File: config.mk
export PLATFORM = sky130hd
export DESIGN_NAME = tgpr_front
export DESIGN_NICKNAME = d
export VERILOG_FILES = /design/src/rtl/tgpr_pkg.sv /design/src/rtl/tgpr_front.sv
export SDC_FILE = /design/constraint.sdc
export NUM_CORES = 1
export LEC_CHECK = 0
export BUFFER_PORTS_ARGS = -buffer_cell sky130_fd_sc_hd__buf_2
export CORE_ASPECT_RATIO = 0.8
export CORE_MARGIN = 2
export CORE_UTILIZATION = 34
export CTS_BUF_LIST = sky130_fd_sc_hd__clkbuf_16
export CTS_CLUSTER_DIAMETER = 150
export DETAILED_ROUTE_END_ITERATION = 10
export GPL_ROUTABILITY_DRIVEN = 0
export MAX_ROUTING_LAYER = met4
export PLACE_DENSITY = 0.73
export SYNTH_ARGS = -nofsm -noshare
export SYNTH_HDL_FRONTEND = slang
export SYNTH_SLANG_ARGS = --single-unit
File: constraint.sdc
create_clock -name clk -period 2.21 [get_ports clk]
set_clock_uncertainty 0.1 [all_clocks]
set_input_delay 0.1105 -clock clk [delete_from_list [all_inputs] [get_ports clk]]
set_output_delay 0.1105 -clock clk [all_outputs]
set_load 0.03 [all_outputs]
File: src/rtl/tgpr_pkg.sv
// Shared types, command codes and defaults for the text glyph pixel renderer.
package tgpr_pkg;

	localparam int GlyphWidthDef = 6;
	localparam int GlyphHeightDef = 8;
	localparam int DisplayWidthDef = 96;
	localparam int DisplayHeightDef = 64;

	// Codes with the top bit set are never drawn or loaded, so the store holds 128 glyphs.
	localparam int CodeCount = 128;
	localparam int IgnoreBit = 7;

	localparam int CmdDepth = 4;
	localparam int PixDepth = 4;

	localparam int ColorW = 16;
	localparam int CfgIdxW = 1;

	localparam logic [1:0] CMD_PUT = 2'd0;
	localparam logic [1:0] CMD_CURSOR = 2'd1;
	localparam logic [1:0] CMD_LOAD = 2'd2;

	localparam logic [CfgIdxW-1:0] REG_TEXT_COLOR = 1'd0;
	localparam logic [CfgIdxW-1:0] REG_BACKGROUND_COLOR = 1'd1;

	localparam logic [ColorW-1:0] TextColorReset = 16'd2016;
	localparam logic [ColorW-1:0] BackgroundColorReset = 16'd0;

	typedef struct packed {
		logic [1:0] cmd;
		logic [7:0] char_code;
		logic [7:0] cursor_col_in;
		logic [7:0] cursor_row_in;
		logic [2:0] glyph_column;
		logic [7:0] glyph_bits;
	} in_item_t;

	typedef struct packed {
		logic [15:0] pixel_color;
		logic [6:0]  pixel_x;
		logic [5:0]  pixel_y;
		logic        last;
	} out_item_t;

	// Work handed from the front to the back: either a glyph byte load or a draw.
	typedef struct packed {
		logic       is_load;
		logic [6:0] code;
		logic [2:0] glyph_column;
		logic [7:0] glyph_bits;
		logic [7:0] x0;
		logic [7:0] y0;
	} job_t;

	typedef struct packed {
		logic busy;
		logic issue_last;
	} back_status_t;

	typedef enum logic {
		ST_IDLE,
		ST_DRAW
	} seq_state_t;

endpackage

File: src/rtl/tgpr_front.sv
// Front end: accepts items, keeps the character cursor and queues loads and draws.
module tgpr_front #(
	parameter int GLYPH_WIDTH = tgpr_pkg::GlyphWidthDef,
	parameter int GLYPH_HEIGHT = tgpr_pkg::GlyphHeightDef,
	parameter int DISPLAY_WIDTH = tgpr_pkg::DisplayWidthDef,
	parameter int DISPLAY_HEIGHT = tgpr_pkg::DisplayHeightDef
) (
	input  logic               clk,
	input  logic               arst_n,
	input  logic               push,
	output logic               full,
	input  tgpr_pkg::in_item_t item,
	input  logic               cmd_full,
	output logic               cmd_push,
	output tgpr_pkg::job_t     job
);

	localparam int Cols = DISPLAY_WIDTH / GLYPH_WIDTH;
	localparam int Rows = DISPLAY_HEIGHT / GLYPH_HEIGHT;
	localparam int ColW = (Cols > 1) ? $clog2(Cols) : 1;
	localparam int RowW = (Rows > 1) ? $clog2(Rows) : 1;

	logic [ColW-1:0] cursor_col_q;
	logic [RowW-1:0] cursor_row_q;
	logic            accept;
	logic            ignored;
	logic            is_put;
	logic            is_cursor;
	logic            is_load;
	logic            load_ok;
	logic [ColW:0]   col_inc;
	logic [RowW:0]   row_inc;
	logic [ColW-1:0] col_clamped;
	logic [RowW-1:0] row_clamped;

	assign full = cmd_full;
	assign accept = push & ~cmd_full;
	assign ignored = item.char_code[tgpr_pkg::IgnoreBit];
	assign is_put = (item.cmd == tgpr_pkg::CMD_PUT);
	assign is_cursor = (item.cmd == tgpr_pkg::CMD_CURSOR);
	assign is_load = (item.cmd == tgpr_pkg::CMD_LOAD);
	assign load_ok = ~ignored & ({1'b0, item.glyph_column} < 4'(GLYPH_WIDTH));

	// Only visible characters and in-range loads need the back end.
	assign cmd_push = accept & ((is_put & ~ignored) | (is_load & load_ok));

	always_comb begin
		job.is_load = is_load;
		job.code = item.char_code[6:0];
		job.glyph_column = item.glyph_column;
		job.glyph_bits = item.glyph_bits;
		job.x0 = 8'(cursor_col_q * GLYPH_WIDTH);
		job.y0 = 8'(cursor_row_q * GLYPH_HEIGHT);
	end

	assign col_inc = {1'b0, cursor_col_q} + (ColW + 1)'(1);
	assign row_inc = {1'b0, cursor_row_q} + (RowW + 1)'(1);

	always_comb begin
		if ({1'b0, item.cursor_col_in} >= 9'(Cols)) begin
			col_clamped = ColW'(Cols - 1);
		end else begin
			col_clamped = ColW'(item.cursor_col_in);
		end
		if ({1'b0, item.cursor_row_in} >= 9'(Rows)) begin
			row_clamped = RowW'(Rows - 1);
		end else begin
			row_clamped = RowW'(item.cursor_row_in);
		end
	end

	always_ff @(posedge clk or negedge arst_n) begin
		if (!arst_n) begin
			cursor_col_q <= '0;
			cursor_row_q <= '0;
		end else if (accept) begin
			if (is_put) begin
				// The cursor moves on even for an ignored character.
				if (col_inc >= (ColW + 1)'(Cols)) begin
					cursor_col_q <= '0;
					cursor_row_q <= (row_inc >= (RowW + 1)'(Rows)) ? '0 : row_inc[RowW-1:0];
				end else begin
					cursor_col_q <= col_inc[ColW-1:0];
				end
			end else if (is_cursor) begin
				cursor_col_q <= col_clamped;
				cursor_row_q <= row_clamped;
			end
		end
	end

endmodule

==> results of run 1 <==
[metrics by stage]
step	setup slack [ns]	utilization, %	total power, µW	instances
after floorplan	0.3357	-	619.7	107
after global placement	0.5082	36.13	655.6	142
after detailed placement	0.4609	36.13	675.6	142
after CTS	0.2097	39.86	990.6	147
after global routing	0.1637	39.86	1039	147
final	0.2061	39.86	983.3	147
[where the power goes]
part           switching [µW]  internal [µW]  total, µW
clock                    71.8            236        307
sequential               47.0            160        207
combinational             310            159        469
total                     429            555        983
[synthesized netlist by cell type, drive strengths merged (3+ instances only)]
library cell   n
ha             6
or4            3
o31ai          4
dfrtp          7
nor3           3
a21oi          8
nor2b          3
nor2           3
o21ai          6
nand2          4
buf           28
nand3          3
nor4           3
[state kept, by name (all words and copies together) (netlist names)]
register,cells
cursor_row_q,3
cursor_col_q,4
[worst max-delay path by stage]
| stage | start | slack, ns | depth (start not counted) | to |
|---|---|---|---|---|
| floorplan | cursor_col_q[0] | 0.34 | 3 | job[12] |
| global placement | cursor_col_q[0] | 0.51 | 4 | job[12] |
| global route | cursor_col_q[2] | 0.16 | 5 | job[13] |
| finish | cursor_col_q[0] | 0.21 | 4 | job[12] |
| detailed placement | cursor_col_q[0] | 0.46 | 4 | job[12] |
| CTS | cursor_col_q[0] | 0.21 | 4 | job[12] |
[layout make-up]
class / instances / area share (%)
multi-input combinational: 68 / 47.83
timing repair buffer: 39 / 21.08
sequential: 7 / 18.45
clock buffer: 3 / 7.905
tap: 27 / 3.557
inverter: 2 / 0.7905
clock inverter: 1 / 0.3953
[critical path: cells and delay by family, from the launching register on]
family	cells	cell delay, ns
fa+ha+maj	2	0.75
flops	1	0.44
buf+inv	1	0.21
xor+xnor	1	0.16
[routing by layer]
layer  global-route usage [%]  share of wire (%)  up-vias
met5                        -                  0        -
li1                         -                  -      369
met2                    20.88                 47       53
met1                    15.43                 42      363
met4                    5.909               0.92        0
met3                    5.570                 10        4
[cell families after synthesis]
kind of cell             share of synthesized area (%)
AO/OA/AOI/OAI                                    19.40
AND/OR/NAND/NOR                                  18.50
buffers and inverters                            27.07
adder cells (fa/ha/maj)                          11.43
XOR/XNOR                                         2.106
flip-flops                                       21.05
other                                           0.4507
[repair_timing]
action                                  4_1_cts  5_1_grt
hold buffers                                  1        0
endpoints found under the hold margin         7        0
endpoints found under the setup margin        0        0
==> flow_metrics.env, run 1 <==
export IMPL_grt_max_degree=15
export IMPL_yosysSeqAreaShare_pct=21.05
export IMPL_numClockSinks=7
export IMPL_slowest_delay_ns=0.44
export IMPL_grt_pass1_vias=592
export IMPL_min_path_type="in -> reg"
export IMPL_layout_common_cells="buf_2, a21oi_1, conb_1, dfrtp_1"
export IMPL_ir_worst_vdd_v=0.0002842
export IMPL_vias_per_cell=5.367
export IMPL_coreArea_mm2=0.002382
export IMPL_syn_area_per_cell_um2=8.238
export IMPL_whs_path_depth=3
export IMPL_gr_total_overflow=0
export IMPL_vias=789
export IMPL_drtIter0Drc=24
export IMPL_clk_pin_slew_worst_paths_ns=0.03
export IMPL_fillerInstances=236
export IMPL_detail_route_first_pass_iterations=4
export IMPL_synthTopCellsByArea="buf_4, dfrtp_1, ha_1"
export IMPL_yosysTopAreaCell="buf_4"
export IMPL_leakage_uw=0.0004635
export IMPL_root_buffer="clkbuf_16"
export IMPL_final_common_cell="buf_2"
export IMPL_synth_top_cell_area_share_pct=25.26
export IMPL_crit_arrival_ns=1.79
export IMPL_antenna_found_initial=0
export IMPL_setup_violations=0
export IMPL_syn_area_um2=832.0
export IMPL_antenna_cells=0
export IMPL_fmax_mhz=499.0
export IMPL_fp_dieH_um=48.25
export IMPL_rsz0062_at_grt="no"
export IMPL_status="complete, no violations"
export IMPL_rows=16
export IMPL_ys_warn_count=0
export IMPL_start_util_pct=34.93
export IMPL_worst_setup_path_type="reg -> out"
export IMPL_place_area_um2=860.8
export IMPL_worstPathMaxFanout=7
export IMPL_numCtsBuffers=3
export IMPL_drc=0
export IMPL_synth_edf_count=0
export IMPL_worstRegToRegCells=4
export IMPL_fp_dieW_um=59.31
export IMPL_finalMaxSlewViolations=0
export IMPL_worstReg2RegStart="cursor_col_q[0]"
export IMPL_synth_top_flop_cell="dfrtp_1"
export IMPL_min_to="cursor_row_q[0]"
export IMPL_design_area_um2=949.7
export IMPL_grt_pass1_wl_um=2663
export IMPL_hold_violations=0
export IMPL_rr_endpoint="cursor_row_q[0]"
export IMPL_maxCapViolCount=0
export IMPL_clk_latency_ns=0.23
export IMPL_syn_to_final_growth_pct=14.14
export IMPL_cp_slowest_cell="dfrtp_1"
export IMPL_layout_drive_gt1_share_pct=35.83
export IMPL_dieArea_mm2=0.002861
export IMPL_reg2reg_slack_ns=0.43
export IMPL_cp_cell_sequence="ha_1, fa_1, xnor2_1, buf_2"
export IMPL_port_buffers=38
export IMPL_clk_path_buf_depth=2
export IMPL_syn_inst=101
export IMPL_fin_nets=169
export IMPL_cts_setup_buffers=0
export IMPL_async_reset_ff_share_pct=100.0
export IMPL_hp_start="item[11]"
export IMPL_wl_um=1839
export IMPL_tns_ns=0
export IMPL_htreeDepth=1
export IMPL_multi_input_area_um2=454.2
export IMPL_power_density_mw_per_mm2=1035
export IMPL_synth_seq_cells=7
export IMPL_ios=78
export IMPL_endpoint_kind="output pin"
export IMPL_startpoint_type="flip-flop"
export IMPL_required_ns=2.00
export IMPL_fin_crit_ns=2.004
export IMPL_dp_hpwl_um=1497
export IMPL_cts_resized_gates=0
export IMPL_cts_tree="yes"
export IMPL_synth_distinct_cells=28
export IMPL_hold_ws_ns=0.04310
export IMPL_ant_nets=0
export IMPL_regArea_um2=175.2
export IMPL_wl_per_cell_um=12.51
export IMPL_grt_total_usage_pct=13.44
export IMPL_final_period_utilization_pct=90.68
Power figures use the tool's default switching activity.
==> run 2, diff against run 1 <==
--- a/config.mk
+++ b/config.mk
@@ -9,7 +9,7 @@
 export CORE_ASPECT_RATIO = 0.8
 export CORE_MARGIN = 2
 export CORE_UTILIZATION = 34
-export CTS_BUF_LIST = sky130_fd_sc_hd__clkbuf_16
+export CTS_BUF_LIST = sky130_fd_sc_hd__clkbuf_8 sky130_fd_sc_hd__clkbuf_16
 export CTS_CLUSTER_DIAMETER = 150
 export DETAILED_ROUTE_END_ITERATION = 10
 export GPL_ROUTABILITY_DRIVEN = 0
==> run 2 against run 1 <==
First-iteration DRC count down 8.3%. Count of clock-buffer cells in the layout unchanged. Die area did not move. Setup slack improved by 0.0041 ns. Sequential power about the same. Sequential share of layout area up 0.68 points.
==> flow_metrics.env, run 2 (synthesis gave the netlist of run 1 again) <==
export IMPL_htreeDepth=1
export IMPL_layout_drive_gt1_share_pct=35.83
export IMPL_fin_crit_ns=2.000
export IMPL_setup_violations=0
export IMPL_fin_nets=169
export IMPL_design_area_um2=915.9
export IMPL_drc=0
export IMPL_whs_path_depth=3
export IMPL_root_buffer="clkbuf_8"
export IMPL_worst_setup_path_type="reg -> out"
export IMPL_antenna_cells=0
export IMPL_grt_total_usage_pct=13.14
export IMPL_reg2reg_slack_ns=0.45
export IMPL_final_period_utilization_pct=90.49
export IMPL_hold_violations=0
export IMPL_hp_start="item[11]"
export IMPL_fp_dieW_um=59.31
export IMPL_layout_setup_ws_ns=0.2102
export IMPL_required_ns=2.00
export IMPL_cp_slowest_cell="dfrtp_1"
export IMPL_numCtsBuffers=3
export IMPL_ios=78
export IMPL_rsz0062_at_grt="no"
export IMPL_rows=16
export IMPL_numClockSinks=7
export IMPL_fmax_mhz=500.0
export IMPL_leakage_uw=0.0004481
export IMPL_cts_setup_buffers=0
export IMPL_cts_tree="yes"
export IMPL_syn_to_final_growth_pct=10.08
export IMPL_place_area_um2=860.8
export IMPL_grt_pass1_vias=582
export IMPL_detail_route_first_pass_iterations=4
export IMPL_status="complete, no violations"
export IMPL_wl_per_cell_um=12.33
export IMPL_port_buffers=38
export IMPL_hold_buffers=1
export IMPL_ant_nets=0
export IMPL_vias=779
export IMPL_vias_per_cell=5.299
export IMPL_dp_slack_ns=0.4609
export IMPL_cp_cell_sequence="ha_1, fa_1, xnor2_1, buf_2"
export IMPL_final_common_cell="buf_2"
export IMPL_antenna_found_initial=0
export IMPL_clk_latency_ns=0.23
export IMPL_wl_um=1813
export IMPL_min_to="cursor_row_q[0]"
export IMPL_top_register="cursor_col_q"
export IMPL_layout_common_cells="buf_2, a21oi_1, conb_1, dfrtp_1"
export IMPL_top_regs="cursor_col_q (4), cursor_row_q (3)"
export IMPL_gr_total_overflow=0
export IMPL_dieArea_mm2=0.002861
export IMPL_grt_pass1_wl_um=2594
export IMPL_fp_dieH_um=48.25
export IMPL_worstRegToRegCells=4
export IMPL_clk_path_buf_depth=2
export IMPL_clk_pin_slew_worst_paths_ns=0.04
export IMPL_worstReg2RegStart="cursor_col_q[0]"
export IMPL_grt_max_degree=15
export IMPL_min_path_type="in -> reg"
export IMPL_fillerInstances=243
export IMPL_largest_reg_flops=4
export IMPL_startpoint_type="flip-flop"
export IMPL_rr_endpoint="cursor_row_q[0]"
export IMPL_endpoint_kind="output pin"
export IMPL_maxCapViolCount=0
export IMPL_finalMaxSlewViolations=0
export IMPL_crit_arrival_ns=1.79
export IMPL_coreArea_mm2=0.002382
export IMPL_drtIter0Drc=22
export IMPL_final_util_pct=38.45
export IMPL_cts_resized_gates=0
export IMPL_start_util_pct=34.93
export IMPL_slowest_delay_ns=0.44
export IMPL_tns_ns=0
export IMPL_ir_worst_vdd_v=0.0002410
export IMPL_worstPathMaxFanout=7
export IMPL_power_density_mw_per_mm2=933.2
export IMPL_dp_hpwl_um=1497
run 2: cell counts in the layout (fill, tap and decap cells not counted):
No cell type changed its count.
run 2: metrics by stage:
stage	instances	total power (µW)	hold slack, ns
finish	147	854.7	0.03666
global route	147	907.4	0.06230
CTS	147	864.1	0.03871
detailed placement	142	675.6	-0.1481
global placement	142	655.6	-0.1501
floorplan	107	619.7	-0.2851
run 2: worst max-delay path by stage:
stage,start,endpoint,slack (ns)
after global placement,cursor_col_q[0],job[12],0.51
final,cursor_col_q[0],job[12],0.21
after floorplan,cursor_col_q[0],job[12],0.34
after detailed placement,cursor_col_q[0],job[12],0.46
after CTS,cursor_col_q[0],job[12],0.21
after global routing,cursor_col_q[2],job[13],0.16
run 2: routing by layer:
| metal | global-route usage, % | vias up | wire, µm |
|---|---|---|---|
| met5 | - | - | 0 |
| met4 | 5.909 | 0 | 16 |
| met3 | 5.570 | 4 | 181 |
| met2 | 20.44 | 48 | 858 |
| met1 | 14.95 | 357 | 757 |
| li1 | - | 370 | - |
run 2: area by class of cell:
type                       instances  area, µm²  area share [%]
clock inverter                     1      3.754          0.4098
sequential                         7      175.2           19.13
clock buffer                       3      41.29           4.508
multi-input combinational         68      454.2           49.59
timing repair buffer              39      200.2           21.86
tap                               27      33.78           3.689
inverter                           2      7.507          0.8197
run 2: critical path, delay by kind of cell (launching register included):
family / cells / cell delay, ns
DFF: 1 / 0.44
buffers and inverters: 1 / 0.21
adders and majority gates: 2 / 0.75
xor gates and xnor gates: 1 / 0.16
run 2: report_power, final:
part,switching [µW],internal (µW),total (µW)
Clock,59.9,120,180
Sequential,46.5,160,206
Combinational,309,159,468
==> run 3, diff against run 2 <==
--- a/config.mk
+++ b/config.mk
@@ -14,7 +14,7 @@
 export DETAILED_ROUTE_END_ITERATION = 10
 export GPL_ROUTABILITY_DRIVEN = 0
 export MAX_ROUTING_LAYER = met4
-export PLACE_DENSITY = 0.73
+export PLACE_DENSITY_LB_ADDON = 0.1
 export SYNTH_ARGS = -nofsm -noshare
 export SYNTH_HDL_FRONTEND = slang
 export SYNTH_SLANG_ARGS = --single-unit
==> run 3 against run 2 <==
Critical path depth unchanged. Hold slack worse by 0.0064 ns. Setup slack better by 0.019 ns. Via count down 4.7%. Combinational power down 1%. Routed wire length down 3.6%. Maximum frequency up 0.95%. Sequential power about the same. Non-clock buffer count unchanged. Core utilization unchanged. Die area unchanged. First-iteration DRC count up 100%.
==> flow_metrics.env, run 3 (synthesis gave the netlist of run 1 again) <==
export IMPL_power_switching_uw=405.1
export IMPL_required_ns=2.00
export IMPL_status="complete, no violations"
export IMPL_dp_hpwl_um=1497
export IMPL_final_common_cell="buf_2"
export IMPL_final_period_utilization_pct=89.63
export IMPL_crit_arrival_ns=1.77
export IMPL_tightest_slew_ns=0.5130
export IMPL_hp_start="item[11]"
export IMPL_worst_setup_path_type="reg -> out"
export IMPL_gr_total_overflow=0
export IMPL_syn_to_final_growth_pct=10.08
export IMPL_worstReg2RegStart="cursor_col_q[0]"
export IMPL_top_regs="cursor_col_q (4), cursor_row_q (3)"
export IMPL_comb_power_share_pct=54.8
export IMPL_grt_total_usage_pct=13.09
export IMPL_min_to="cursor_row_q[0]"
export IMPL_startpoint_type="flip-flop"
export IMPL_finalMaxSlewViolations=0
export IMPL_grt_pass1_vias=582
export IMPL_power_density_mw_per_mm2=920.0
export IMPL_rr_endpoint="cursor_row_q[0]"
export IMPL_sequentialPowerShare_pct=24.7
export IMPL_design_area_um2=915.9
export IMPL_clk_path_buf_depth=2
export IMPL_cts_tree="yes"
export IMPL_detail_route_first_pass_iterations=4
export IMPL_vias_per_cell=5.048
export IMPL_ir_worst_vdd_v=0.0003882
export IMPL_tns_ns=0
export IMPL_worstPathMaxFanout=7
export IMPL_htreeDepth=1
export IMPL_leakage_uw=0.0004481
export IMPL_intPower_uw=437.5
export IMPL_fin_crit_ns=1.981
export IMPL_min_path_type="in -> reg"
export IMPL_clk_latency_ns=0.22
export IMPL_start_util_pct=34.93
export IMPL_rows=16
export IMPL_whs_path_depth=3
export IMPL_setup_violations=0
export IMPL_antenna_cells=0
export IMPL_coreArea_mm2=0.002382
export IMPL_p_clk_share_pct=20.5
export IMPL_endpoint_kind="output pin"
export IMPL_worstRegToRegCells=4
export IMPL_dieArea_mm2=0.002861
export IMPL_fp_dieH_um=48.25
export IMPL_clk_pin_slew_worst_paths_ns=0.04
export IMPL_place_area_um2=860.8
export IMPL_rsz0062_at_grt="no"
export IMPL_fin_cells=147
export IMPL_antenna_found_initial=0
export IMPL_drtIter0Drc=45
export IMPL_wl_um=1747
export IMPL_numClockSinks=7
export IMPL_final_util_pct=38.45
export IMPL_wl_per_cell_um=11.88
export IMPL_root_buffer="clkbuf_8"
export IMPL_swShare_pct=48.07
export IMPL_ios=78
export IMPL_fmax_mhz=504.8
export IMPL_layout_common_cells="buf_2, a21oi_1, conb_1, dfrtp_1"
export IMPL_fillerInstances=235
export IMPL_layout_drive_gt1_share_pct=35.83
export IMPL_maxCapViolCount=0
export IMPL_port_buffers=38
export IMPL_fin_nets=169
export IMPL_top_register="cursor_col_q"
export IMPL_hold_violations=0
export IMPL_worst_slew_margin_rel_pct=65.80
export IMPL_dp_cells=142
export IMPL_drc=0
export IMPL_vias=742
export IMPL_fp_dieW_um=59.31
export IMPL_ant_nets=0
export IMPL_grt_max_degree=15
export IMPL_grt_pass1_wl_um=2697
export IMPL_p_total_uw=842.6
export IMPL_numCtsBuffers=3
export IMPL_reg2reg_slack_ns=0.46
export IMPL_largest_reg_flops=4
[run 3: power by group through the flow]
stage | sequential [µW] | clock [µW] | combinational (µW)
2_1_floorplan | 229 | 0 | 391
3_3_place_gp | 210 | 0 | 461
3_5_place_dp | 210 | 0 | 464
4_1_cts | 209 | 176 | 467
5_1_grt | 216 | 187 | 510
6_report | 208 | 172 | 462
[run 3: through the flow]
stage / hold WS, ns / worst slack (ns)
final: 0.03028 / 0.2291
after global routing: 0.03436 / 0.1225
after CTS: 0.02699 / 0.2216
after detailed placement: -0.1450 / 0.4645
after global placement: -0.1413 / 0.5047
after floorplan: -0.2851 / 0.3357
[run 3: how the worst max path moves through the flow]
| stage | start | end | slack (ns) | cells after the start |
|---|---|---|---|---|
| floorplan | cursor_col_q[0] | job[12] | 0.34 | 3 |
| global placement | cursor_col_q[0] | job[12] | 0.50 | 4 |
| detailed placement | cursor_col_q[0] | job[12] | 0.46 | 4 |
| CTS | cursor_col_q[0] | job[12] | 0.22 | 4 |
| global route | cursor_col_q[0] | job[12] | 0.12 | 4 |
| finish | cursor_col_q[0] | job[12] | 0.23 | 4 |
[run 3: area by class of cell]
| type | count | area [µm²] | area share, % |
|---|---|---|---|
| timing repair buffer | 39 | 200.2 | 21.86 |
| clock inverter | 1 | 3.754 | 0.4098 |
| clock buffer | 3 | 41.29 | 4.508 |
| tap | 27 | 33.78 | 3.689 |
| multi-input combinational | 68 | 454.2 | 49.59 |
| sequential | 7 | 175.2 | 19.13 |
| inverter | 2 | 7.507 | 0.8197 |
[run 3: what timing repair did]
action	4_1_cts	5_1_grt
setup buffers	0	0
hold buffers	1	0
resized for setup	0	0
hold endpoints to repair	7	0
[run 3: layer usage]
metal	track usage [%]	wire length, µm
met2	18.24	763
met5	-	0
met3	2.122	120
met4	6.364	32
met1	18.36	830
[run 3: critical path: stages, from the launching register on]
cell and delay, ns:
dfrtp_1 0.43, ha_1 0.31, fa_1 0.43, xnor2_1 0.16, buf_2 0.21
