**config.mk**
```make
export PLATFORM = sky130hd
export DESIGN_NAME = tgpr_queue
export DESIGN_NICKNAME = d
export VERILOG_FILES = /design/src/rtl/tgpr_pkg.sv /design/src/rtl/tgpr_queue.sv
export SDC_FILE = /design/constraint.sdc
export NUM_CORES = 1
export LEC_CHECK = 0
export BUFFER_PORTS_ARGS = -buffer_cell sky130_fd_sc_hd__buf_2
export CORE_AREA = 4 4 111 113
export CTS_BUF_LIST = sky130_fd_sc_hd__clkbuf_4
export DETAILED_ROUTE_END_ITERATION = 10
export DIE_AREA = 0 0 115 117
export PLACE_DENSITY = 0.69
export SETUP_SLACK_MARGIN = 0.3
export SYNTH_ARGS = -nofsm -noshare
export SYNTH_HDL_FRONTEND = slang
export SYNTH_SLANG_ARGS = --single-unit
```
**constraint.sdc**
```tcl
create_clock -name clk -period 4 [get_ports clk]
set_input_delay 0 -clock clk [delete_from_list [all_inputs] [get_ports clk]]
set_output_delay 0 -clock clk [all_outputs]
set_load 0.01 [all_outputs]
```
**src/rtl/tgpr_pkg.sv**
```systemverilog
// Shared types, command codes and defaults for the text glyph pixel renderer.
package tgpr_pkg;

	localparam int GlyphWidthDef = 6;
	localparam int GlyphHeightDef = 8;
	localparam int DisplayWidthDef = 96;
	localparam int DisplayHeightDef = 64;

	// Codes with the top bit set are never drawn or loaded, so the store holds 128 glyphs.
	localparam int CodeCount = 128;
	localparam int IgnoreBit = 7;

	localparam int CmdDepth = 4;
	localparam int PixDepth = 4;

	localparam int ColorW = 16;
	localparam int CfgIdxW = 1;

	localparam logic [1:0] CMD_PUT = 2'd0;
	localparam logic [1:0] CMD_CURSOR = 2'd1;
	localparam logic [1:0] CMD_LOAD = 2'd2;

	localparam logic [CfgIdxW-1:0] REG_TEXT_COLOR = 1'd0;
	localparam logic [CfgIdxW-1:0] REG_BACKGROUND_COLOR = 1'd1;

	localparam logic [ColorW-1:0] TextColorReset = 16'd2016;
	localparam logic [ColorW-1:0] BackgroundColorReset = 16'd0;

	typedef struct packed {
		logic [1:0] cmd;
		logic [7:0] char_code;
		logic [7:0] cursor_col_in;
		logic [7:0] cursor_row_in;
		logic [2:0] glyph_column;
		logic [7:0] glyph_bits;
	} in_item_t;

	typedef struct packed {
		logic [15:0] pixel_color;
		logic [6:0]  pixel_x;
		logic [5:0]  pixel_y;
		logic        last;
	} out_item_t;

	// Work handed from the front to the back: either a glyph byte load or a draw.
	typedef struct packed {
		logic       is_load;
		logic [6:0] code;
		logic [2:0] glyph_column;
		logic [7:0] glyph_bits;
		logic [7:0] x0;
		logic [7:0] y0;
	} job_t;

	typedef struct packed {
		logic busy;
		logic issue_last;
	} back_status_t;

	typedef enum logic {
		ST_IDLE,
		ST_DRAW
	} seq_state_t;

endpackage

```
**src/rtl/tgpr_queue.sv**
```systemverilog
// Small register-based FIFO used between the front, the back and the result port.
module tgpr_queue #(
	parameter int WIDTH = $bits(tgpr_pkg::job_t),
	parameter int DEPTH = tgpr_pkg::CmdDepth
) (
	input  logic                       clk,
	input  logic                       arst_n,
	input  logic                       push,
	input  logic [WIDTH-1:0]           wdata,
	output logic                       full,
	input  logic                       pop,
	output logic [WIDTH-1:0]           rdata,
	output logic                       empty,
	output logic [$clog2(DEPTH+1)-1:0] count
);

	localparam int PtrW = $clog2(DEPTH);
	localparam int CntW = $clog2(DEPTH + 1);

	logic [WIDTH-1:0] entries_q [DEPTH];
	logic [PtrW-1:0]  wr_ptr_q;
	logic [PtrW-1:0]  rd_ptr_q;
	logic [CntW-1:0]  count_q;
	logic             do_push;
	logic             do_pop;

	assign full = (count_q == CntW'(DEPTH));
	assign empty = (count_q == '0);
	assign count = count_q;
	assign rdata = entries_q[rd_ptr_q];
	assign do_push = push & ~full;
	assign do_pop = pop & ~empty;

	always_ff @(posedge clk or negedge arst_n) begin
		if (!arst_n) begin
			wr_ptr_q <= '0;
			rd_ptr_q <= '0;
			count_q <= '0;
		end else begin
			if (do_push) begin
				wr_ptr_q <= (wr_ptr_q == PtrW'(DEPTH - 1)) ? '0 : wr_ptr_q + 1'b1;
			end
			if (do_pop) begin
				rd_ptr_q <= (rd_ptr_q == PtrW'(DEPTH - 1)) ? '0 : rd_ptr_q + 1'b1;
			end
			if (do_push && !do_pop) begin
				count_q <= count_q + 1'b1;
			end else if (do_pop && !do_push) begin
				count_q <= count_q - 1'b1;
			end
		end
	end

	always_ff @(posedge clk) begin
		if (do_push) begin
			entries_q[wr_ptr_q] <= wdata;
		end
	end

endmodule

```
==> results of run 1 <==
worst max-delay path, delay by kind of cell, from the launching register on:
kind | cells | cell delay [ns]
mux | 1 | 0.52
buf+inv | 2 | 0.50
flops | 1 | 1.04
synthesized netlist by cell type:
cell | count | area [um^2]
xor2_1 | 2 | 17.5
mux2_1 | 1 | 11.3
mux2_4 | 2 | 30.0
buf_12 | 3 | 60.1
and2_1 | 3 | 18.8
buf_2 | 4 | 20.0
nor2_1 | 3 | 11.3
inv_1 | 3 | 11.3
nor3b_4 | 1 | 18.8
buf_6 | 1 | 11.3
nand2_1 | 1 | 3.75
edfxtp_1 | 140 | 4200
ha_1 | 6 | 75.1
o31ai_2 | 1 | 12.5
a21o_1 | 1 | 7.51
fa_1 | 1 | 20.0
nor2b_4 | 1 | 13.8
dfrtp_1 | 7 | 175
mux4_1 | 4 | 105
mux4_2 | 31 | 698
nor3_1 | 2 | 10.0
xnor2_1 | 1 | 8.76
mux2_2 | 1 | 11.3
registers in the layout, summed over array words and instances (netlist names):
register and cells:
wr_ptr_q 2, entries_q 140, count 3, rd_ptr_q 2
worst paths after layout:
| check | depth (start not counted) | slack [ns] | end | start |
|---|---|---|---|---|
| setup / recovery | 3 | 1.41 | rdata[18] | rd_ptr_q[0]$_DFFE_PN0P_ |
| hold / removal | 2 | 0.23 | entries_q[3][7]$_DFFE_PP_ | wdata[7] |
| setup reg to reg | 7 | 1.84 | count[2]$_DFFE_PN0P_ | count[0]$_DFFE_PN0P_ |
| hold reg to reg | 1 | 0.60 | count[2]$_DFFE_PN0P_ | count[2]$_DFFE_PN0P_ |
| max in group asynchronous | 3 | 3.31 | rd_ptr_q[0]$_DFFE_PN0P_ | arst_n |
| min in group asynchronous | 3 | 0.42 | count[0]$_DFFE_PN0P_ | arst_n |
cell families after synthesis:
kind of cell / count (synthesis) / synth area share
AOI/OAI and AO/OA: 2 / 0.00360
xor gates and xnor gates: 3 / 0.00473
adders and majority gates: 7 / 0.0171
buffers and inverters: 11 / 0.0185
DFF: 147 / 0.788
muxes: 39 / 0.154
and+or+nand+nor: 11 / 0.0137
layout make-up:
cell class	instances	area, um^2	share of cell area
clock buffer	18	135	0.0200
tap	143	179	0.0265
sequential	147	4380	0.649
timing repair buffer	119	796	0.118
clock inverter	14	163	0.0241
inverter	3	11.3	0.00167
multi-input combinational	62	1080	0.161
through the flow:
step / hold slack [ns] / utilization / power, mW / instances
after floorplan: -0.296 / - / 3.17 / 220
after global placement: -0.156 / 0.535 / 3.58 / 435
after detailed placement: -0.150 / 0.535 / 3.63 / 435
after CTS: 0.173 / 0.596 / 4.59 / 506
after global routing: 0.166 / 0.596 / 4.77 / 506
final: 0.231 / 0.596 / 4.50 / 506
layer usage:
metal,part of all wire,global-route usage,vias to the layer above
met5,0,0,-
met4,0.016,0.0563,0
met3,0.049,0.0483,14
met2,0.49,0.235,60
met1,0.45,0.188,1300
li1,-,-,1198
power groups by stage:
stage	Sequential (mW)	Clock, mW	Combinational [mW]
after floorplan	2.16	0	1.01
after global placement	2.33	0	1.25
after detailed placement	2.35	0	1.28
after CTS	2.32	0.968	1.31
after global routing	2.35	1.04	1.38
final	2.30	0.939	1.27
timing repair:
action                                 in CTS  in global routing
setup endpoints to repair                   0                  0
endpoints found under the hold margin     164                  0
hold buffers                               39                  0
==> run summary, run 1 <==
Worst Path Required - 4.00 ns
Die area - 13500 um^2
Final hold vios - 0
Leak - 2.38 nW
DR WL/cell - 18.0 um
Cts bufs inserted - 17
Internal power - 3.15 mW
CTS H-tree lvls - 4
Largest net degree at the start of global routing - 38
Die height - 117 um
Clk_skew - 0.0156 ns
First-pass GRT wire length - 14400 um
Final worst slack - 1.41 ns
Maximum VDD drop - 524 uV
CTS clk-pin slew, worst paths - 0.12 ns
Relative slew slack - 0.335
Kind of start point of the critical path - flip-flop
Combinational fraction of design power - 0.282
Crit path time final - 2.59 ns
I/O Buffers - 78
Deepest clock path buffer count - 2
# setup viols final - 0
Grt ovf - 0
Global placement routability congestion - 0.722
DRC - 0
P&R area growth vs syn - 21.5%
HP Class - in2reg
Clk network pwr share - 0.209
Starting Density - 0.491
Synth Instances - 220
Post-DP HPWL - 5430 um
Layout cells sized above 1 - 0.427
Syn nets - 266
Sequential Power Share - 0.510
Max cap viols - 0
Yosys warnings - 0
Kind of critical path - reg2out
Setup TNS - 0 ns
Nets@finish - 396
Initial antenna violation count - 0
# IOs - 79
Cell Chain, Critical Path - buf_4, mux4_2, buf_2
CTS tree - done
Core region area - 11300 um^2
Tot GR Track Use - 0.146
Unrepaired setup endpoints after global routing - no
Setup Slack @ Placement - 1.87 ns
CP Max Fanout - 31
Fin area - 6750 um^2
CP Capture Type - output pin
CP max stage cell - dfrtp_2
Sw Share - 0.301
Slew Viols, Final - 0
Most frequent cells in the layout - edfxtp_1, buf_2, dlygate4sd3_1, mux4_2, clkbuf_4
Final WL - 9120 um
First-pass DRT Iterations - 6
Period utilization - 0.648
Status - finished, final reports clean
Library cells used by synthesis - 23
Routed Antenna Nets - 0
Clk root buf - clkbuf_4
Setup Buffers After CTS - 0
Seq cells post-synth - 147
Power Density - 667 nW/um^2
Die width - 115 um
Crit path DAT - 2.59 ns
Fillers - 840
Antenna diodes - 0
# resized after CTS - 0
Fmax - 0.386 GHz
Switching pwr - 1.36 mW
Seq/Total Area, Yosys - 0.788
# rows - 39
Clock sink count - 147
Avg Inst Size Synth - 25.3 um^2
Worst skew pair latency - 0.52 ns
Placed Area - 6060 um^2
Worst-Margin Slew - 0.997 ns
Iteration-0 DRC Markers - 146
Vias/cell - 5.08
Synthesized area - 5560 um^2
Commonest non-fill, non-tap cell in the layout - edfxtp_1
Number of global-route vias before repair - 2843
Largest stage delay, worst path - 1.04 ns
Via Count - 2572
(Power assumes the default switching activity.)
==> run 2: changes to the inputs <==
--- a/config.mk
+++ b/config.mk
@@ -5,12 +5,13 @@
 export SDC_FILE = /design/constraint.sdc
 export NUM_CORES = 1
 export LEC_CHECK = 0
+export ABC_AREA = 1
 export BUFFER_PORTS_ARGS = -buffer_cell sky130_fd_sc_hd__buf_2
-export CORE_AREA = 4 4 111 113
+export CORE_AREA = 4 4 115 117
 export CTS_BUF_LIST = sky130_fd_sc_hd__clkbuf_4
 export DETAILED_ROUTE_END_ITERATION = 10
-export DIE_AREA = 0 0 115 117
-export PLACE_DENSITY = 0.69
+export DIE_AREA = 0 0 119 121
+export PLACE_DENSITY = 0.71
 export SETUP_SLACK_MARGIN = 0.3
 export SYNTH_ARGS = -nofsm -noshare
 export SYNTH_HDL_FRONTEND = slang
==> constraint.sdc (replaced) <==
create_clock -name clk -period 2.37 [get_ports clk]
set_input_delay 0 -clock clk [delete_from_list [all_inputs] [get_ports clk]]
set_output_delay 0 -clock clk [all_outputs]
set_load 0.01 [all_outputs]
==> run 2 against run 1 <==
  * Sequential share of layout area shrank 4.7 points
  * Final area is 7.9% higher
  * Sequential power up 58%
  * Via count rose by 47%
  * Setup slack lost 0.92 ns
  * Final cell count up 54%
  * Hold slack worse by 0.022 ns
  * Count of clock-buffer cells in the layout is 1 higher
  * Power increased by 80%
  * Clock power up 54%
  * Routed wire length grew 28%
  * Global-route usage grew 2.5 points
  * Critical path type is now reg2reg
==> run summary, run 2 <==
Yosys warnings - 0
Initial antenna violation count - 0
Seq cells post-synth - 147
Sw Share - 0.365
Fin area - 7280 um^2
Setup TNS - 0 ns
Worst Path Required - 2.77 ns
CTS clk-pin slew, worst paths - 0.11 ns
First-pass DRT Iterations - 5
Grt ovf - 0
Top post-synthesis cells by area - edfxtp_1, o211ai_1, nand2_1
Seq/Total Area, Yosys - 0.728
Synthesized area - 6010 um^2
Synth top area share - 0.699
Kind of critical path - reg2reg
Global placement routability congestion - 0.791
Tot GR Track Use - 0.171
Iteration-0 DRC Markers - 182
HP Class - in2reg
P&R area growth vs syn - 21.1%
Clock sink count - 147
Sequential Power Share - 0.446
CP Capture Type - flip-flop
CP max stage cell - dfrtp_1
Combinational fraction of design power - 0.375
Crit path time final - 1.88 ns
CTS tree - done
Slew Viols, Final - 0
Placed Area - 6610 um^2
Top cell by count, worst path - inv_1
Leading area contributor after synthesis - edfxtp_1
First-pass GRT wire length - 18900 um
Crit path DAT - 2.29 ns
Antenna diodes - 0
Internal power - 5.16 mW
Unrepaired setup endpoints after global routing - no
Nets@finish - 640
Prevailing post-synth register cell - edfxtp_1
Worst path top cell family by delay - adder cells
Synth top cells by count - edfxtp_1, nand2_1, inv_1, o211ai_1, buf_2
Placed cell count - 707
Biggest register - entries_q
# setup viols final - 0
Commonest non-fill, non-tap cell in the layout - edfxtp_1
Largest net degree at the start of global routing - 48
DR WL/cell - 15.0 um
CP Max Fanout - 4
Maximum VDD drop - 589 uV
Max cap viols - 0
Die area - 14400 um^2
Cts bufs inserted - 17
Deepest clock path buffer count - 2
# IOs - 79
Power Density - 1120 nW/um^2
Count of buffer and inverter cells on the critical path - 3
# rows - 41
Fillers - 1004
Clk root buf - clkbuf_4
Final hold vios - 0
Clk network pwr share - 0.179
Cell Chain, Critical Path - inv_1, nand3_1, nand2_1, inv_1, ha_1, inv_1, fa_1, nand2_1, o21ai_0
Final worst slack - 0.490 ns
Clk_skew - 0.0108 ns
Vias/cell - 4.86
Syn nets - 515
Most instantiated library cell after synthesis - edfxtp_1
Setup Slack @ Placement - 0.505 ns
Avg Inst Size Synth - 12.8 um^2
Post-DP HPWL - 7040 um
Via Count - 3783
Number of global-route vias before repair - 3891
Library cells used by synthesis - 17
Routed Antenna Nets - 0
Leak - 2.97 nW
Post-synth EDFFs - 140
Core region area - 12400 um^2
Worst-Margin Slew - 0.477 ns
I/O Buffers - 78
Asr flop ratio synth - 0.0476
Synth Instances - 469
Final Non-Filler Cells - 778
Largest register FFs - 140
Layout cells sized above 1 - 0.208
Largest stage delay, worst path - 0.46 ns
Worst skew pair latency - 0.53 ns
Final WL - 11700 um
Hold WS - 0.209 ns
Period utilization - 0.793
DRC - 0
Fmax - 0.532 GHz
Status - finished, final reports clean
Die width - 119 um
Kind of start point of the critical path - flip-flop
Most frequent cells in the layout - edfxtp_1, nand2_1, inv_1, buf_2, o211ai_1
Switching pwr - 2.97 mW
Relative slew slack - 0.682
Starting Density - 0.486
Die height - 121 um
CTS H-tree lvls - 4
## run 2: per-stage QoR
stage	power [mW]	utilization
CTS	8.20	0.588
floorplan	5.63	-
finish	8.13	0.589
global route	8.72	0.589
detailed placement	6.68	0.535
global placement	6.57	0.535
## run 2: kinds of logic after synthesis
family,after synthesis,synth area share
adder cells (fa/ha/maj),7,0.0158
XOR/XNOR,1,0.00146
buffers and inverters,109,0.0809
AND/OR/NAND/NOR,134,0.0855
flip-flops,147,0.728
AO/OA/AOI/OAI,71,0.0882
## run 2: final timing paths
path                                        endpoint                  from  slack, ns  cells after the start
hold reg to reg                 count[2]$_DFFE_PN0P_  count[2]$_DFFE_PN0P_       0.56                      2
min in group asynchronous    wr_ptr_q[1]$_DFFE_PN0P_                arst_n       0.42                      3
setup / recovery                count[1]$_DFFE_PN0P_  count[0]$_DFFE_PN0P_       0.49                      9
max in group asynchronous    rd_ptr_q[0]$_DFFE_PN0P_                arst_n       1.67                      3
hold / removal             entries_q[0][5]$_DFFE_PP_              wdata[5]       0.21                      2
setup reg to reg                count[1]$_DFFE_PN0P_  count[0]$_DFFE_PN0P_       0.49                      9
## run 2: cell type report
| type | count | area, um^2 | area share |
|---|---|---|---|
| Sequential cell | 147 | 4380 | 0.602 |
| Multi-Input combinational cell | 213 | 1180 | 0.162 |
| Timing Repair Buffer | 129 | 920 | 0.126 |
| Inverter | 86 | 325 | 0.0447 |
| Tap cell | 172 | 215 | 0.0296 |
| Clock buffer | 19 | 143 | 0.0196 |
| Clock inverter | 12 | 116 | 0.0160 |
## run 2: power groups by stage
stage | Sequential [mW] | Combinational [mW] | Clock, mW
finish | 3.63 | 3.05 | 1.45
global route | 3.68 | 3.42 | 1.62
CTS | 3.65 | 3.04 | 1.50
detailed placement | 3.71 | 2.97 | 0
global placement | 3.67 | 2.89 | 0
floorplan | 3.61 | 2.02 | 0
## run 2: per-layer routing
layer | GRT usage | part of all wire | up-vias
met5 | 0 | 0 | -
met4 | 0.0644 | 0.012 | 0
met3 | 0.0490 | 0.068 | 14
met2 | 0.294 | 0.51 | 120
met1 | 0.206 | 0.41 | 1786
li1 | - | - | 1863
## run 2: timing repair
item                                    4_1_cts  5_1_grt
endpoints found under the hold margin       152        0
cloned                                        0        0
resized for setup                             3        0
buffers inserted                              0        1
endpoints found under the setup margin        9       15
hold buffers                                 39        0
==> run 3: changes to the inputs <==
--- a/config.mk
+++ b/config.mk
@@ -11,7 +11,7 @@
 export CTS_BUF_LIST = sky130_fd_sc_hd__clkbuf_4
 export DETAILED_ROUTE_END_ITERATION = 10
 export DIE_AREA = 0 0 119 121
-export PLACE_DENSITY = 0.71
+export PLACE_DENSITY = 0.69
 export SETUP_SLACK_MARGIN = 0.3
 export SYNTH_ARGS = -nofsm -noshare
 export SYNTH_HDL_FRONTEND = slang
==> constraint.sdc (replaced) <==
create_clock -name clk -period 1.8 [get_ports clk]
set_input_delay 0 -clock clk [delete_from_list [all_inputs] [get_ports clk]]
set_output_delay 0 -clock clk [all_outputs]
set_load 0.01 [all_outputs]
==> run 3 against run 2 <==
  * Largest power group is now combinational logic
  * Combinational power up 61%
  * Setup slack worse by 0.48 ns
  * Sequential cell count unchanged
  * Non-clock buffer count up 24
  * Highest routed layer unchanged
  * Clock skew up 0.0015 ns
  * Hold slack worse by 0.0028 ns
  * Via count up 3.2%
  * First-iteration DRC count up 19%
  * Sequential power up 31%
  * Final cell count up 3.1%
  * Power up 41%
  * Register-to-register slack worse by 0.31 ns
==> run summary, run 3 (synthesized netlist as in run 2, its figures left out) <==
Biggest register - entries_q
Combinational fraction of design power - 0.429
# IOs - 79
CP Capture Type - output pin
Crit path from - rd_ptr_q[0]$_DFFE_PN0P_
Die width - 119 um
Fmax - 0.559 GHz
Largest stage delay, worst path - 0.57 ns
# rows - 41
Reg2Reg Launch Point - count[2]$_DFFE_PN0P_
Period utilization - 0.994
CTS H-tree lvls - 4
R2R cell count - 10
Hold WS - 0.206 ns
Leak - 3.12 nW
Sw Share - 0.367
Clock sink count - 147
CTS tree - done
Final hold vios - 0
Vias/cell - 4.87
Crit path time final - 1.79 ns
Reg area - 4390 um^2
Initial antenna violation count - 0
Placed cell count - 712
Nets@finish - 664
Global placement routability congestion - 0.731
Final Non-Filler Cells - 802
Power Density - 1490 nW/um^2
Worst skew pair latency - 0.54 ns
Post-DP HPWL - 7320 um
Layout cells sized above 1 - 0.268
Setup crit end - rdata[20]
Worst Path Required - 1.80 ns
Via Count - 3905
Clk root buf - clkbuf_4
Sequential Power Share - 0.414
DRC - 0
Post-layout power - 11.5 mW
P&R area growth vs syn - 28.1%
Fillers - 948
HP Class - in2reg
Cts bufs inserted - 17
Die height - 121 um
First-pass DRT Iterations - 4
Kind of critical path - reg2out
Tot GR Track Use - 0.180
Die area - 14400 um^2
CP max stage cell - dfrtp_4
Maximum VDD drop - 862 uV
Switching pwr - 4.21 mW
Number of global-route vias before repair - 3923
Slew Viols, Final - 0
Most frequent cells in the layout - edfxtp_1, nand2_1, inv_1, buf_2, o211ai_1
CP Max Fanout - 47
First-pass GRT wire length - 19700 um
Setup TNS - 0 ns
Reg-to-Reg End - count[2]$_DFFE_PN0P_
Clk network pwr share - 0.157
Internal reg-to-reg setup slack - 0.18 ns
Routed Antenna Nets - 0
Deepest clock path buffer count - 2
Worst-Margin Slew - 0.357 ns
Max cap viols - 0
Commonest non-fill, non-tap cell in the layout - edfxtp_1
Final WL - 12500 um
# setup viols final - 0
Grt ovf - 0
I/O Buffers - 78
Clk_skew - 0.0123 ns
Hold_sp - wdata[12]
Kind of start point of the critical path - flip-flop
Unrepaired setup endpoints after global routing - yes
Status - finished, final reports clean
Multi-input gate area - 1260 um^2
Largest net degree at the start of global routing - 48
Core region area - 12400 um^2
Crit path DAT - 1.79 ns
DR WL/cell - 15.6 um
Starting Density - 0.486
Iteration-0 DRC Markers - 217
Relative slew slack - 0.761
Internal power - 7.26 mW
Cell Chain, Critical Path - buf_12, o211ai_1, nand2_1, buf_2
Antenna diodes - 0
Largest register FFs - 140
CTS clk-pin slew, worst paths - 0.11 ns
-- run 3: cell count changes in the layout (fill, tap and decap cells not counted), moves of 3 or more --
cell / change
buf_6: +8
buf_12: +7
inv_1: -8
buf_4: +9
buf_2: -3
nand2_1: -6
nand2_2: +4
inv_2: +3
inv_4: +5
nand3_1: -3
-- run 3: stage by stage --
stage | cell area [um^2] | utilization | setup WS [ns]
floorplan | 6100 | - | 0.162
global placement | 6750 | 0.546 | 0.158
detailed placement | 6750 | 0.546 | 0.0589
CTS | 7570 | 0.612 | -0.0529
global route | 7700 | 0.623 | -0.125
finish | 7700 | 0.623 | 0.0103
-- run 3: per-layer routing --
layer | track usage | vias to the layer above | share of wire
met2 | 0.302 | 92 | 0.51
met1 | 0.226 | 1871 | 0.44
met4 | 0.0601 | 0 | 0.015
met3 | 0.0527 | 16 | 0.041
li1 | - | 1926 | -
met5 | 0 | - | 0
-- run 3: critical path: cells and delay by family (launching register included) --
family | cells | cell delay [ns]
buffers and inverters | 2 | 0.36
AND/OR/NAND/NOR | 1 | 0.09
flip-flops | 1 | 0.57
AO/OA/AOI/OAI | 1 | 0.23
-- run 3: timing repair --
action / CTS / global route
endpoints found under the setup margin: 37 / 108
endpoints found under the hold margin: 153 / 0
resized for setup: 26 / 15
pin swaps: 12 / 16
gates cloned: 0 / 2
setup buffers: 15 / 3
hold buffers: 39 / 0
-- run 3: worst min-delay path by stage --
stage | cells after the start | slack, ns | to
2_1_floorplan | 0 | -0.30 | count[0]$_DFFE_PN0P_
3_3_place_gp | 1 | -0.15 | count[1]$_DFFE_PN0P_
3_5_place_dp | 1 | -0.15 | rd_ptr_q[1]$_DFFE_PN0P_
4_1_cts | 2 | 0.15 | entries_q[0][6]$_DFFE_PP_
5_1_grt | 2 | 0.16 | entries_q[2][24]$_DFFE_PP_
6_report | 2 | 0.21 | entries_q[0][12]$_DFFE_PP_
-- run 3: power groups by stage --
stage / clock, mW / sequential (mW) / combinational, mW
3_3_place_gp: 0 / 4.84 / 4.09
4_1_cts: 1.86 / 4.74 / 4.74
2_1_floorplan: 0 / 4.76 / 2.77
3_5_place_dp: 0 / 4.88 / 4.20
5_1_grt: 2.04 / 4.80 / 5.43
6_report: 1.80 / 4.75 / 4.92
-- run 3: cell type report --
class                   instances  area share
flip-flops and latches        147       0.569
repair buffers                153       0.165
multi-input cells             213       0.163
inverters                      86      0.0439
well taps                     172      0.0279
clock buffers                  20      0.0195
clock inverters                11      0.0115
